[config.mk]
export PLATFORM = sky130hd
export DESIGN_NAME = circular_arc_step_interpolator
export DESIGN_NICKNAME = d
export VERILOG_FILES = /design/src/rtl/arcint_pkg.sv /design/src/rtl/circular_arc_step_interpolator.sv
export SDC_FILE = /design/constraint.sdc
export NUM_CORES = 2
export LEC_CHECK = 0
export BUFFER_PORTS_ARGS = -buffer_cell sky130_fd_sc_hd__buf_2
export CORE_MARGIN = 2
export CORE_UTILIZATION = 35
export CTS_BUF_LIST = sky130_fd_sc_hd__clkbuf_8
export CTS_CLUSTER_DIAMETER = 100
export DETAILED_ROUTE_END_ITERATION = 10
export GPL_TIMING_DRIVEN = 0
export HOLD_SLACK_MARGIN = 0.06
export PLACE_DENSITY = 0.48
export SYNTH_ARGS = -nofsm -noshare
export SYNTH_HDL_FRONTEND = slang
export SYNTH_SLANG_ARGS = --single-unit
[constraint.sdc]
create_clock -name clk -period 23.7 [get_ports clk]
set_clock_uncertainty 0.15 [all_clocks]
set_input_delay 5.925 -clock clk [delete_from_list [all_inputs] [get_ports clk]]
set_output_delay 5.925 -clock clk [all_outputs]
set_load 0.005 [all_outputs]
[src/rtl/arcint_pkg.sv]
// Shared types and constants for the clockwise arc step interpolator.
// No dependencies; imported by circular_arc_step_interpolator.
`default_nettype none

package arcint_pkg;

	// Coordinate and move count widths inside the block
	localparam int COORD_BITS = 16;
	localparam int COUNT_BITS = 16;
	// Squared radius holds x*x + y*y without overflow
	localparam int SQ_BITS    = 2 * COORD_BITS + 1;

	// Item kinds
	localparam logic [1:0] KIND_START = 2'd0;
	localparam logic [1:0] KIND_TICK  = 2'd1;
	localparam logic [1:0] KIND_STOP  = 2'd2;

	// Axis codes
	localparam logic AXIS_X = 1'b0;
	localparam logic AXIS_Y = 1'b1;

	// Direction codes
	localparam logic DIR_NEG = 1'b0;
	localparam logic DIR_POS = 1'b1;

	typedef logic [1:0]                   kind_t;
	typedef logic signed [15:0]           field16_t;
	typedef logic [15:0]                  ufield16_t;
	typedef logic [7:0]                   pulse_t;
	typedef logic signed [COORD_BITS-1:0] coord_t;
	typedef logic [COUNT_BITS-1:0]        count_t;
	typedef logic [SQ_BITS-1:0]           sq_t;

	// Coordinate limits
	localparam coord_t CMAX = {1'b0, {(COORD_BITS-1){1'b1}}};
	localparam coord_t CMIN = {1'b1, {(COORD_BITS-1){1'b0}}};

endpackage

`default_nettype wire

[src/rtl/circular_arc_step_interpolator.sv]
// The result of a beat is registered and is in the output register the cycle after it.
// Throughput: one beat per cycle; the two squarers and the radius compare are
// combinational. A new beat enters as the previous result leaves; while a result waits
// under out_stall the input stalls. Reset clears position, radius, move count, arc state
// and output valid, and sets pulses_per_move to 1.
// Clockwise point-by-point comparison arc interpolator; imports arcint_pkg.
`default_nettype none

module circular_arc_step_interpolator (
	input  wire logic                  clk,
	input  wire logic                  arst_n,
	// configuration
	input  wire logic                  cfg_wr_en,
	input  wire arcint_pkg::pulse_t    cfg_wr_data,
	// input channel
	input  wire logic                  in_valid,
	output logic                       in_stall,
	input  wire arcint_pkg::kind_t     kind,
	input  wire arcint_pkg::field16_t  x_offset,
	input  wire arcint_pkg::field16_t  y_offset,
	input  wire arcint_pkg::ufield16_t move_count,
	// output channel
	output logic                       out_valid,
	input  wire logic                  out_stall,
	output logic                       moved,
	output logic                       axis,
	output logic                       direction,
	output arcint_pkg::pulse_t         pulse_count,
	output arcint_pkg::field16_t       x_position,
	output arcint_pkg::field16_t       y_position,
	output logic                       done_res
);

	import arcint_pkg::*;

	// Saturate a 16-bit offset to the coordinate range
	function automatic coord_t sat_offset(input field16_t v);
		logic signed [31:0] w;
		logic signed [31:0] hi;
		logic signed [31:0] lo;
		w  = 32'(v);
		hi = 32'(CMAX);
		lo = 32'(CMIN);
		if (w > hi) begin
			return CMAX;
		end else if (w < lo) begin
			return CMIN;
		end
		return w[COORD_BITS-1:0];
	endfunction

	// One unit step with saturation at the coordinate limits
	function automatic coord_t step_coord(input coord_t c, input logic up);
		if (up) begin
			return (c == CMAX) ? CMAX : coord_t'(c + coord_t'(1));
		end
		return (c == CMIN) ? CMIN : coord_t'(c - coord_t'(1));
	endfunction

	// Bring a coordinate to the 16-bit port
	function automatic field16_t to_port(input coord_t c);
		logic signed [31:0] w;
		w = 32'(c);
		return w[15:0];
	endfunction

	// State
	logic   [7:0]  ppm_q;
	coord_t        x_q;
	coord_t        y_q;
	sq_t           r2_q;
	count_t        left_q;
	logic          active_q;

	// Result register
	logic          out_valid_q;
	logic          moved_q;
	logic          axis_q;
	logic          dir_q;
	pulse_t        pulse_q;
	field16_t      xpos_q;
	field16_t      ypos_q;
	logic          done_q;

	logic          accept;

	// Next-state and result terms
	coord_t        x_start;
	coord_t        y_start;
	count_t        cnt_start;
	coord_t        sq_x_in;
	coord_t        sq_y_in;
	logic signed [2*COORD_BITS-1:0] x_sq;
	logic signed [2*COORD_BITS-1:0] y_sq;
	sq_t           sq_sum;
	logic          outside;
	logic          x_neg;
	logic          y_neg;
	logic          x_zero;
	logic          y_zero;
	logic          mv;
	logic          ax;
	logic          dr;
	coord_t        x_nxt;
	coord_t        y_nxt;
	sq_t           r2_nxt;
	count_t        left_nxt;
	logic          active_nxt;

	// Take a beat when the output register is free or draining
	assign in_stall = out_valid_q && out_stall;
	assign accept   = in_valid && !in_stall;

	// Start operands
	always_comb begin
		logic [47:0] cnt_w;
		cnt_w     = 48'(move_count);
		x_start   = sat_offset(x_offset);
		y_start   = sat_offset(y_offset);
		cnt_start = cnt_w[COUNT_BITS-1:0];
	end

	// Squarers shared between radius latch on start and comparison on tick
	assign sq_x_in = (kind == KIND_START) ? x_start : x_q;
	assign sq_y_in = (kind == KIND_START) ? y_start : y_q;
	assign x_sq    = sq_x_in * sq_x_in;
	assign y_sq    = sq_y_in * sq_y_in;
	assign sq_sum  = SQ_BITS'(unsigned'(x_sq)) + SQ_BITS'(unsigned'(y_sq));
	assign outside = (sq_sum >= r2_q);

	assign x_neg  = x_q[COORD_BITS-1];
	assign y_neg  = y_q[COORD_BITS-1];
	assign x_zero = (x_q == '0);
	assign y_zero = (y_q == '0);

	// Pick the quadrant rule and compute the next state
	always_comb begin
		mv         = 1'b0;
		ax         = AXIS_X;
		dr         = DIR_NEG;
		x_nxt      = x_q;
		y_nxt      = y_q;
		r2_nxt     = r2_q;
		left_nxt   = left_q;
		active_nxt = active_q;
		unique case (kind)
			KIND_START: begin
				x_nxt      = x_start;
				y_nxt      = y_start;
				r2_nxt     = sq_sum;
				left_nxt   = cnt_start;
				active_nxt = (cnt_start != '0);
			end
			KIND_TICK: begin
				if (active_q) begin
					mv = 1'b1;
					priority if (!x_neg && !y_neg && !y_zero) begin
						ax = outside ? AXIS_Y : AXIS_X;
						dr = outside ? DIR_NEG : DIR_POS;
					end else if (x_neg && !y_neg) begin
						ax = outside ? AXIS_X : AXIS_Y;
						dr = DIR_POS;
					end else if ((x_neg || x_zero) && y_neg) begin
						ax = outside ? AXIS_Y : AXIS_X;
						dr = outside ? DIR_POS : DIR_NEG;
					end else if (!x_neg && !x_zero && (y_neg || y_zero)) begin
						ax = outside ? AXIS_X : AXIS_Y;
						dr = DIR_NEG;
					end else begin
						// at the centre: no move, count still drops
						mv = 1'b0;
					end
					if (mv && ax == AXIS_X) begin
						x_nxt = step_coord(x_q, dr);
					end
					if (mv && ax == AXIS_Y) begin
						y_nxt = step_coord(y_q, dr);
					end
					left_nxt   = left_q - count_t'(1);
					active_nxt = (left_nxt != '0);
				end
			end
			KIND_STOP: begin
				active_nxt = 1'b0;
				left_nxt   = '0;
			end
			default: begin
				// unused kind: hold everything
			end
		endcase
	end

	// Configuration register
	always_ff @(posedge clk or negedge arst_n) begin
		if (!arst_n) begin
			ppm_q <= 8'd1;
		end else if (cfg_wr_en) begin
			ppm_q <= cfg_wr_data;
		end
	end

	// Arc state
	always_ff @(posedge clk or negedge arst_n) begin
		if (!arst_n) begin
			x_q      <= '0;
			y_q      <= '0;
			r2_q     <= '0;
			left_q   <= '0;
			active_q <= 1'b0;
		end else if (accept) begin
			x_q      <= x_nxt;
			y_q      <= y_nxt;
			r2_q     <= r2_nxt;
			left_q   <= left_nxt;
			active_q <= active_nxt;
		end
	end

	// Output valid: load on accept, drop when taken
	always_ff @(posedge clk or negedge arst_n) begin
		if (!arst_n) begin
			out_valid_q <= 1'b0;
		end else if (accept) begin
			out_valid_q <= 1'b1;
		end else if (!out_stall) begin
			out_valid_q <= 1'b0;
		end
	end

	// Result payload
	always_ff @(posedge clk) begin
		if (accept) begin
			moved_q <= mv;
			axis_q  <= ax;
			dir_q   <= dr;
			pulse_q <= mv ? ppm_q : 8'd0;
			xpos_q  <= to_port(x_nxt);
			ypos_q  <= to_port(y_nxt);
			done_q  <= !active_nxt;
		end
	end

	assign out_valid   = out_valid_q;
	assign moved       = moved_q;
	assign axis        = axis_q;
	assign direction   = dir_q;
	assign pulse_count = pulse_q;
	assign x_position  = xpos_q;
	assign y_position  = ypos_q;
	assign done_res    = done_q;

	// An arc runs exactly while moves remain
	a_active_count: assert property (@(posedge clk) disable iff (!arst_n)
		active_q == (left_q != '0))
		else $error("arc state and move count disagree");

	// A stop beat always ends the arc
	a_stop_ends: assert property (@(posedge clk) disable iff (!arst_n)
		accept && kind == KIND_STOP |=> !active_q && out_valid_q && done_q)
		else $error("stop did not end the arc");

	// The last tick of an arc flags done
	a_last_tick: assert property (@(posedge clk) disable iff (!arst_n)
		accept && kind == KIND_TICK && active_q && left_q == count_t'(1)
		|=> done_q && !active_q)
		else $error("last tick did not flag done");

	// No move means no pulses and zero axis and direction
	a_idle_result: assert property (@(posedge clk) disable iff (!arst_n)
		out_valid_q && !moved_q |-> pulse_q == 8'd0 && !axis_q && !dir_q)
		else $error("result without move carries step data");

	// A result in the register is held while the output stalls
	a_hold: assert property (@(posedge clk) disable iff (!arst_n)
		out_valid_q && out_stall |=> out_valid_q && $stable(xpos_q) && $stable(ypos_q))
		else $error("stalled result changed");

endmodule

`default_nettype wire
Word-level counts from Yosys, hierarchy flattened
Cells that the tools add are included.
{ "word_totals": {"out_inout_bits": 46, "ff_bits": 135} }
{ "op_classes": {"n_bitwise": 1, "eq_ne": 8, "add_sub_neg": 6, "multipliers": 2, "n_reduce_logical": 27, "mux": 60, "n_lt_le_gt_ge": 5} }
{ "ops": {"columns": ["operator", "n"], "rows": [
  ["$mux 16", 21],
  ["$eq 16x16->1 const B", 4],
  ["$mul 16x16->32", 2],
  ["$pmux 16 s2", 2],
  ["$pmux 16 s3", 1],
  ["$mux 1", 35],
  ["$add 32x32->33", 1],
  ["$ge 33x33->1", 1],
  ["$add 16x2->16 const B", 2],
  ["$gt 16x16->1 const B", 2],
  ["$logic_not 16->1", 2],
  ["$lt 16x16->1 const B", 2],
  ["$reduce_bool 16->1", 2],
  ["$sub 16x2->16 const B", 2],
  ["$sub 16x1->16 const B", 1],
  ["$logic_and 1x1->1", 10],
  ["$logic_not 1->1", 6],
  ["$reduce_and 2->1", 2],
  ["$pmux 1 s3", 1],
  ["$reduce_and 3->1", 1],
  ["$reduce_bool 3->1", 1],
  ["$eq 2x1->1 const B", 1],
  ["$eq 2x2->1 const B", 1],
  ["$logic_not 2->1", 1],
  ["other kinds (4)", 5]
]} }

Depth between registers and ports, before layout
{ "depth": {"word_depth": 24, "mapped_depth": 54} }

Least setup slack after synthesis
OpenSTA, ideal clock, no wires.
{ "synth_path": {"path_type": "input-to-reg", "startpoint": "input port kind[0]", "endpoint": "register xpos_q[5] (netlist: x_position[5]) (data pin)", "path_stages": 46, "required_ps": 23289, "arrival_time_ps": 17158, "n_path_buf": 4, "slack_ps": 6131, "path_cell_list": "inv_1 ha_1 clkbuf_1 clkbuf_1 clkbuf_1 nand2_1 o21ai_1 clkinv_1 nor2_1 fa_1 inv_1 fa_1 fa_1 inv_1 fa_1 fa_1 inv_1 fa_1 [... 10 more ...] a221oi_1 o21ai_0 a21oi_1 o41ai_1 a311oi_1 o21ai_1 xor2_1 ha_1 a21oi_1 nand2_1 a221oi_1 o21ai_0 o31ai_2 mux2_2 a21oi_2 clkbuf_1 a21oi_1 a221o_1"} }
{ "synth_between": {"elab_chain_cells": 19, "word_cells_on_any_way": 31} }
{ "synth_lines": {"columns": ["item", "line_no", "source"], "rows": [
  ["start, declared", "circular_arc_step_interpolator.sv:18", "input wire arcint_pkg::kind_t kind,"],
  ["$logic_not 2->1 (*)", "circular_arc_step_interpolator.sv:124, circular_arc_step_interpolator.sv:125", null],
  ["$mux 16, on equally long branches", "circular_arc_step_interpolator.sv:124, circular_arc_step_interpolator.sv:125", null],
  ["$mul 16x16->32, on equally long branches", "circular_arc_step_interpolator.sv:126, circular_arc_step_interpolator.sv:127", null],
  ["$add 32x32->33 (*)", "circular_arc_step_interpolator.sv:128", "assign sq_sum = SQ_BITS'(unsigned'(x_sq)) + SQ_BITS'(unsigned'(y_sq));"],
  ["named net sq_sum[27]", "circular_arc_step_interpolator.sv:95", "sq_t sq_sum;"],
  ["$ge 33x33->1 (*)", "circular_arc_step_interpolator.sv:129", "assign outside = (sq_sum >= r2_q);"],
  ["$mux 1", "circular_arc_step_interpolator.sv:158, circular_arc_step_interpolator.sv:164, circular_arc_step_interpolator.sv:165", null],
  ["$mux 1", "circular_arc_step_interpolator.sv:163", "end else if ((x_neg || x_zero) && y_neg) begin"],
  ["[... 5 more ...]", null, null],
  ["$mux 1", "circular_arc_step_interpolator.sv:173", "if (mv && ax == AXIS_X) begin"],
  ["$mux 1", "circular_arc_step_interpolator.sv:155", "if (active_q) begin"],
  ["$mux 1", "circular_arc_step_interpolator.sv:146", "unique case (kind)"],
  ["$mux 16", "circular_arc_step_interpolator.sv:57", "return (c == CMIN) ? CMIN : coord_t'(c - coord_t'(1));"],
  ["$mux 16 (*)", "circular_arc_step_interpolator.sv:173", null],
  ["$mux 16 (*)", "circular_arc_step_interpolator.sv:155", null],
  ["$pmux 16 s2 (*)", "circular_arc_step_interpolator.sv:146", null],
  ["named net x_nxt[5]", "circular_arc_step_interpolator.sv:104", "coord_t x_nxt;"],
  ["end signal, assigned", "circular_arc_step_interpolator.sv:237", "xpos_q <= to_port(x_nxt);"],
  ["end, declared", "circular_arc_step_interpolator.sv:81", "field16_t xpos_q;"]
]} }
The timed path passes the listed nets; every way through them passes the cells marked *. The select of a mux whose other input is x is not followed.
A chain may end at the register's enable or synchronous reset.

Final worst setup path
{ "layout_path": {"startpoint": "input port kind[0]", "endpoint": "register xpos_q[4] (netlist: x_position[4]) (data pin)"} }
Same word-level chain as after synthesis.

==> results.py <==
metrics = {
    "setup_path": {
        "cp_slowest_cell": "o41ai_1",
        "r2r_slack_ns": 8.38,
        "critPathMaxStageDelay_ns": 0.88,
        "path_common_cell": "fa_1",
        "crit_path_max_fanout": 10,
        "crit_start": "kind[0]",
        "rr_worst_depth": 42,
        "cp.arrival_ns": 21.89,
        "crit_path_end_kind": "flip-flop",
        "critical_path_class": "input pin to flip-flop",
        "timing.rr.end": "x_position[4]",
        "startpoint_type": "input pin",
        "crit_end": "x_position[4]",
        "required_ns": 23.84,
        "timing.rr.start": "y_q[9]",
    },
    "min_path": {
        "hold_path.class": "flip-flop to flip-flop",
    },
    "clock_tree": {
        "clockBufferDepth": 2,
        "post_cts_resized": 0,
        "clk_pin_slew_ns": 0.10,
        "clock-sinks": 135,
        "worstSkewPairLatency_ns": 0.56,
        "postCtsHoldBufs": 0,
        "cts_buffers": 17,
        "cts_max_level": 4,
        "clock_tree.root_cell": "clkbuf_8",
        "post-cts-setup-buffer-count": 0,
        "cts_tree": "done",
    },
    "synthesis": {
        "synthFlopType": "dfrtp_1",
        "ys_seq_area_frac": 0.1287,
        "async_reset_ff_frac": 0.6741,
        "syn-num-nets": 3992,
        "avgSynthCellArea_sq_um": 8.721,
        "synth-seq-cells": 135,
        "synth_warnings": 0,
        "syn_area_sq_um": 27960,
        "syn_inst": 3206,
        "synth-edff-count": 44,
        "synth_cell_type_count": 88,
    },
    "global_routing": {
        "grt_overflow_total": 0,
        "grtUsageTotal": 0.2047,
        "grt_pass1_vias": 23476,
        "antenna_found_initial": 0,
        "grt_first_pass_wirelength_microns": 130300,
        "grt_max_degree": 57,
    },
    "drt": {
        "drt_iter0_drc": 1478,
        "top_layer": "met4",
        "met3_length_microns": 2718,
        "drc_errors": 0,
        "wl_met2_microns": 39900,
        "drt_pass1_iterations": 6,
        "wl_met1_microns": 35960,
        "wire_per_inst_microns": 18.44,
        "vias": 22221,
        "routed_wl_microns": 81080,
        "ant_nets": 0,
        "avgViaCountPerCell": 5.053,
    },
    "die": {
        "start_util": 0.3539,
        "pin_count": 109,
        "die_area_sq_um": 82160,
        "die_y_microns": 286.6,
        "rows": 103,
        "die_x_microns": 286.6,
        "coreArea_sq_um": 79000,
    },
    "timing": {
        "clock.fmax_mhz": 45.99,
        "timing.final.crit_share": 0.9175,
        "holdWs_ns": 0.3518,
        "finalSetupViolCount": 0,
        "final_max_slew_viol_count": 0,
        "setup-tns-final_ns": 0,
        "max_slew_margin": 0.02616,
        "rsz0062_at_grt": "false",
        "worstMarginPinSlew_ns": 1.420,
        "timing.final.crit_period_ns": 21.75,
        "hold_viol_final": 0,
    },
    "finish": {
        "layout.nets": 4120,
        "final.fill_count": 8223,
        "final_util": 0.3829,
        "area.sequential_sq_um": 3600,
        "area_growth_pct": 8.176,
        "drive_gt1_frac": 0.06454,
        "multi_input_area_sq_um": 21130,
    },
    "place": {
        "finalWeightedCongestion": 0.9323,
        "io_buffer_count": 107,
        "post-dp-hpwl_microns": 68230,
    },
    "job": {
        "maxCapViolCount": 0,
    },
    "run_status": {
        "status": "finished clean",
    },
}
[worst min path at each step]
stage | startpoint | cells after the start | endpoint | slack (ns)
floorplan | left_q[11] | 2 | left_q[11] | 0.32
global placement | ppm_q[7] | 1 | ppm_q[7] | 0.33
detailed placement | ppm_q[7] | 1 | ppm_q[7] | 0.34
CTS | ppm_q[6] | 1 | ppm_q[6] | 0.36
global route | ppm_q[6] | 1 | ppm_q[6] | 0.37
finish | ppm_q[7] | 1 | ppm_q[7] | 0.35
[kinds of logic after synthesis]
logic type,Yosys count,synth area share
and+or+nand+nor,774,0.1223
buffers and inverters,855,0.1156
muxes,39,0.01508
xor gates and xnor gates,119,0.03728
AOI/OAI and AO/OA,561,0.1309
DFF,135,0.1287
adders and majority gates,723,0.4500
[cell type report]
class                      count  area share
multi-input combinational   2216      0.6987
sequential                   135      0.1190
inverter                     761     0.09444
tap                         1050     0.04344
timing repair buffer         109     0.01936
buffer                        94     0.01245
clock buffer                  17    0.007736
clock inverter                15    0.004799
antenna                        1  0.00008274
[cells in the mapped netlist, types with 26 or more instances]
| library cell | count | share of area |
|---|---|---|
| dfrtp_1 | 90 | 0.081 |
| xnor2_1 | 97 | 0.030 |
| o21a_1 | 26 | 0.0070 |
| nor3_1 | 52 | 0.0093 |
| nand3_1 | 46 | 0.0082 |
| ha_1 | 252 | 0.11 |
| a21o_1 | 56 | 0.015 |
| nand2_1 | 321 | 0.043 |
| edfxtp_1 | 44 | 0.047 |
| nor2_1 | 226 | 0.030 |
| o21ai_0 | 152 | 0.027 |
| inv_1 | 745 | 0.10 |
| a21oi_1 | 113 | 0.020 |
| clkbuf_1 | 72 | 0.0097 |
| fa_1 | 471 | 0.34 |
[placed cells by master (no fill, tap or decap), types with 26 or more instances in the layout]
cell | Yosys | final
xnor2_1 | 97 | 97
dfrtp_1 | 90 | 90
buf_2 | 14 | 120
o21ai_0 | 152 | 152
clkbuf_1 | 72 | 71
edfxtp_1 | 44 | 44
o21a_1 | 26 | 26
a21oi_1 | 113 | 113
nand2_1 | 321 | 321
nor3_1 | 52 | 52
nand3_1 | 46 | 46
inv_1 | 745 | 746
a21o_1 | 56 | 56
ha_1 | 252 | 252
nor2_1 | 226 | 226
fa_1 | 471 | 471
[per-stage QoR]
stage	instance area [sq um]	setup WS, ns	std cells
after detailed placement	29860	1.694	4365
after global placement	29810	1.541	4363
after floorplan	27960	6.131	3206
after CTS	30240	2.272	4397
after global routing	30240	0.9866	4397
final	30250	1.954	4398
[registers in the layout, indices dropped and copies added, names as in the netlist]
register / cells
active_q: 1
axis: 1
direction: 1
done_res: 1
left_q: 16
moved: 1
out_valid: 1
ppm_q: 8
pulse_count: 8
r2_q: 33
x_position: 16
x_q: 16
y_position: 16
y_q: 16
[critical path, delay by kind of cell]
family,cells,cell delay (ns)
buf+inv,12,3.27
xor+xnor,2,0.37
compound gates,18,7.27
simple gates,5,0.99
fa+ha+maj,10,4.02
[per-layer routing]
layer,global-route usage,vias to the layer above
met2,0.3579,508
met3,0.02011,137
li1,-,10487
met1,0.2660,11089
met4,0.06492,0
met5,0,-
Power is left out: the tool's default activity adds up to more than one toggle a clock period on the data nets, which glitch-free logic cannot reach.
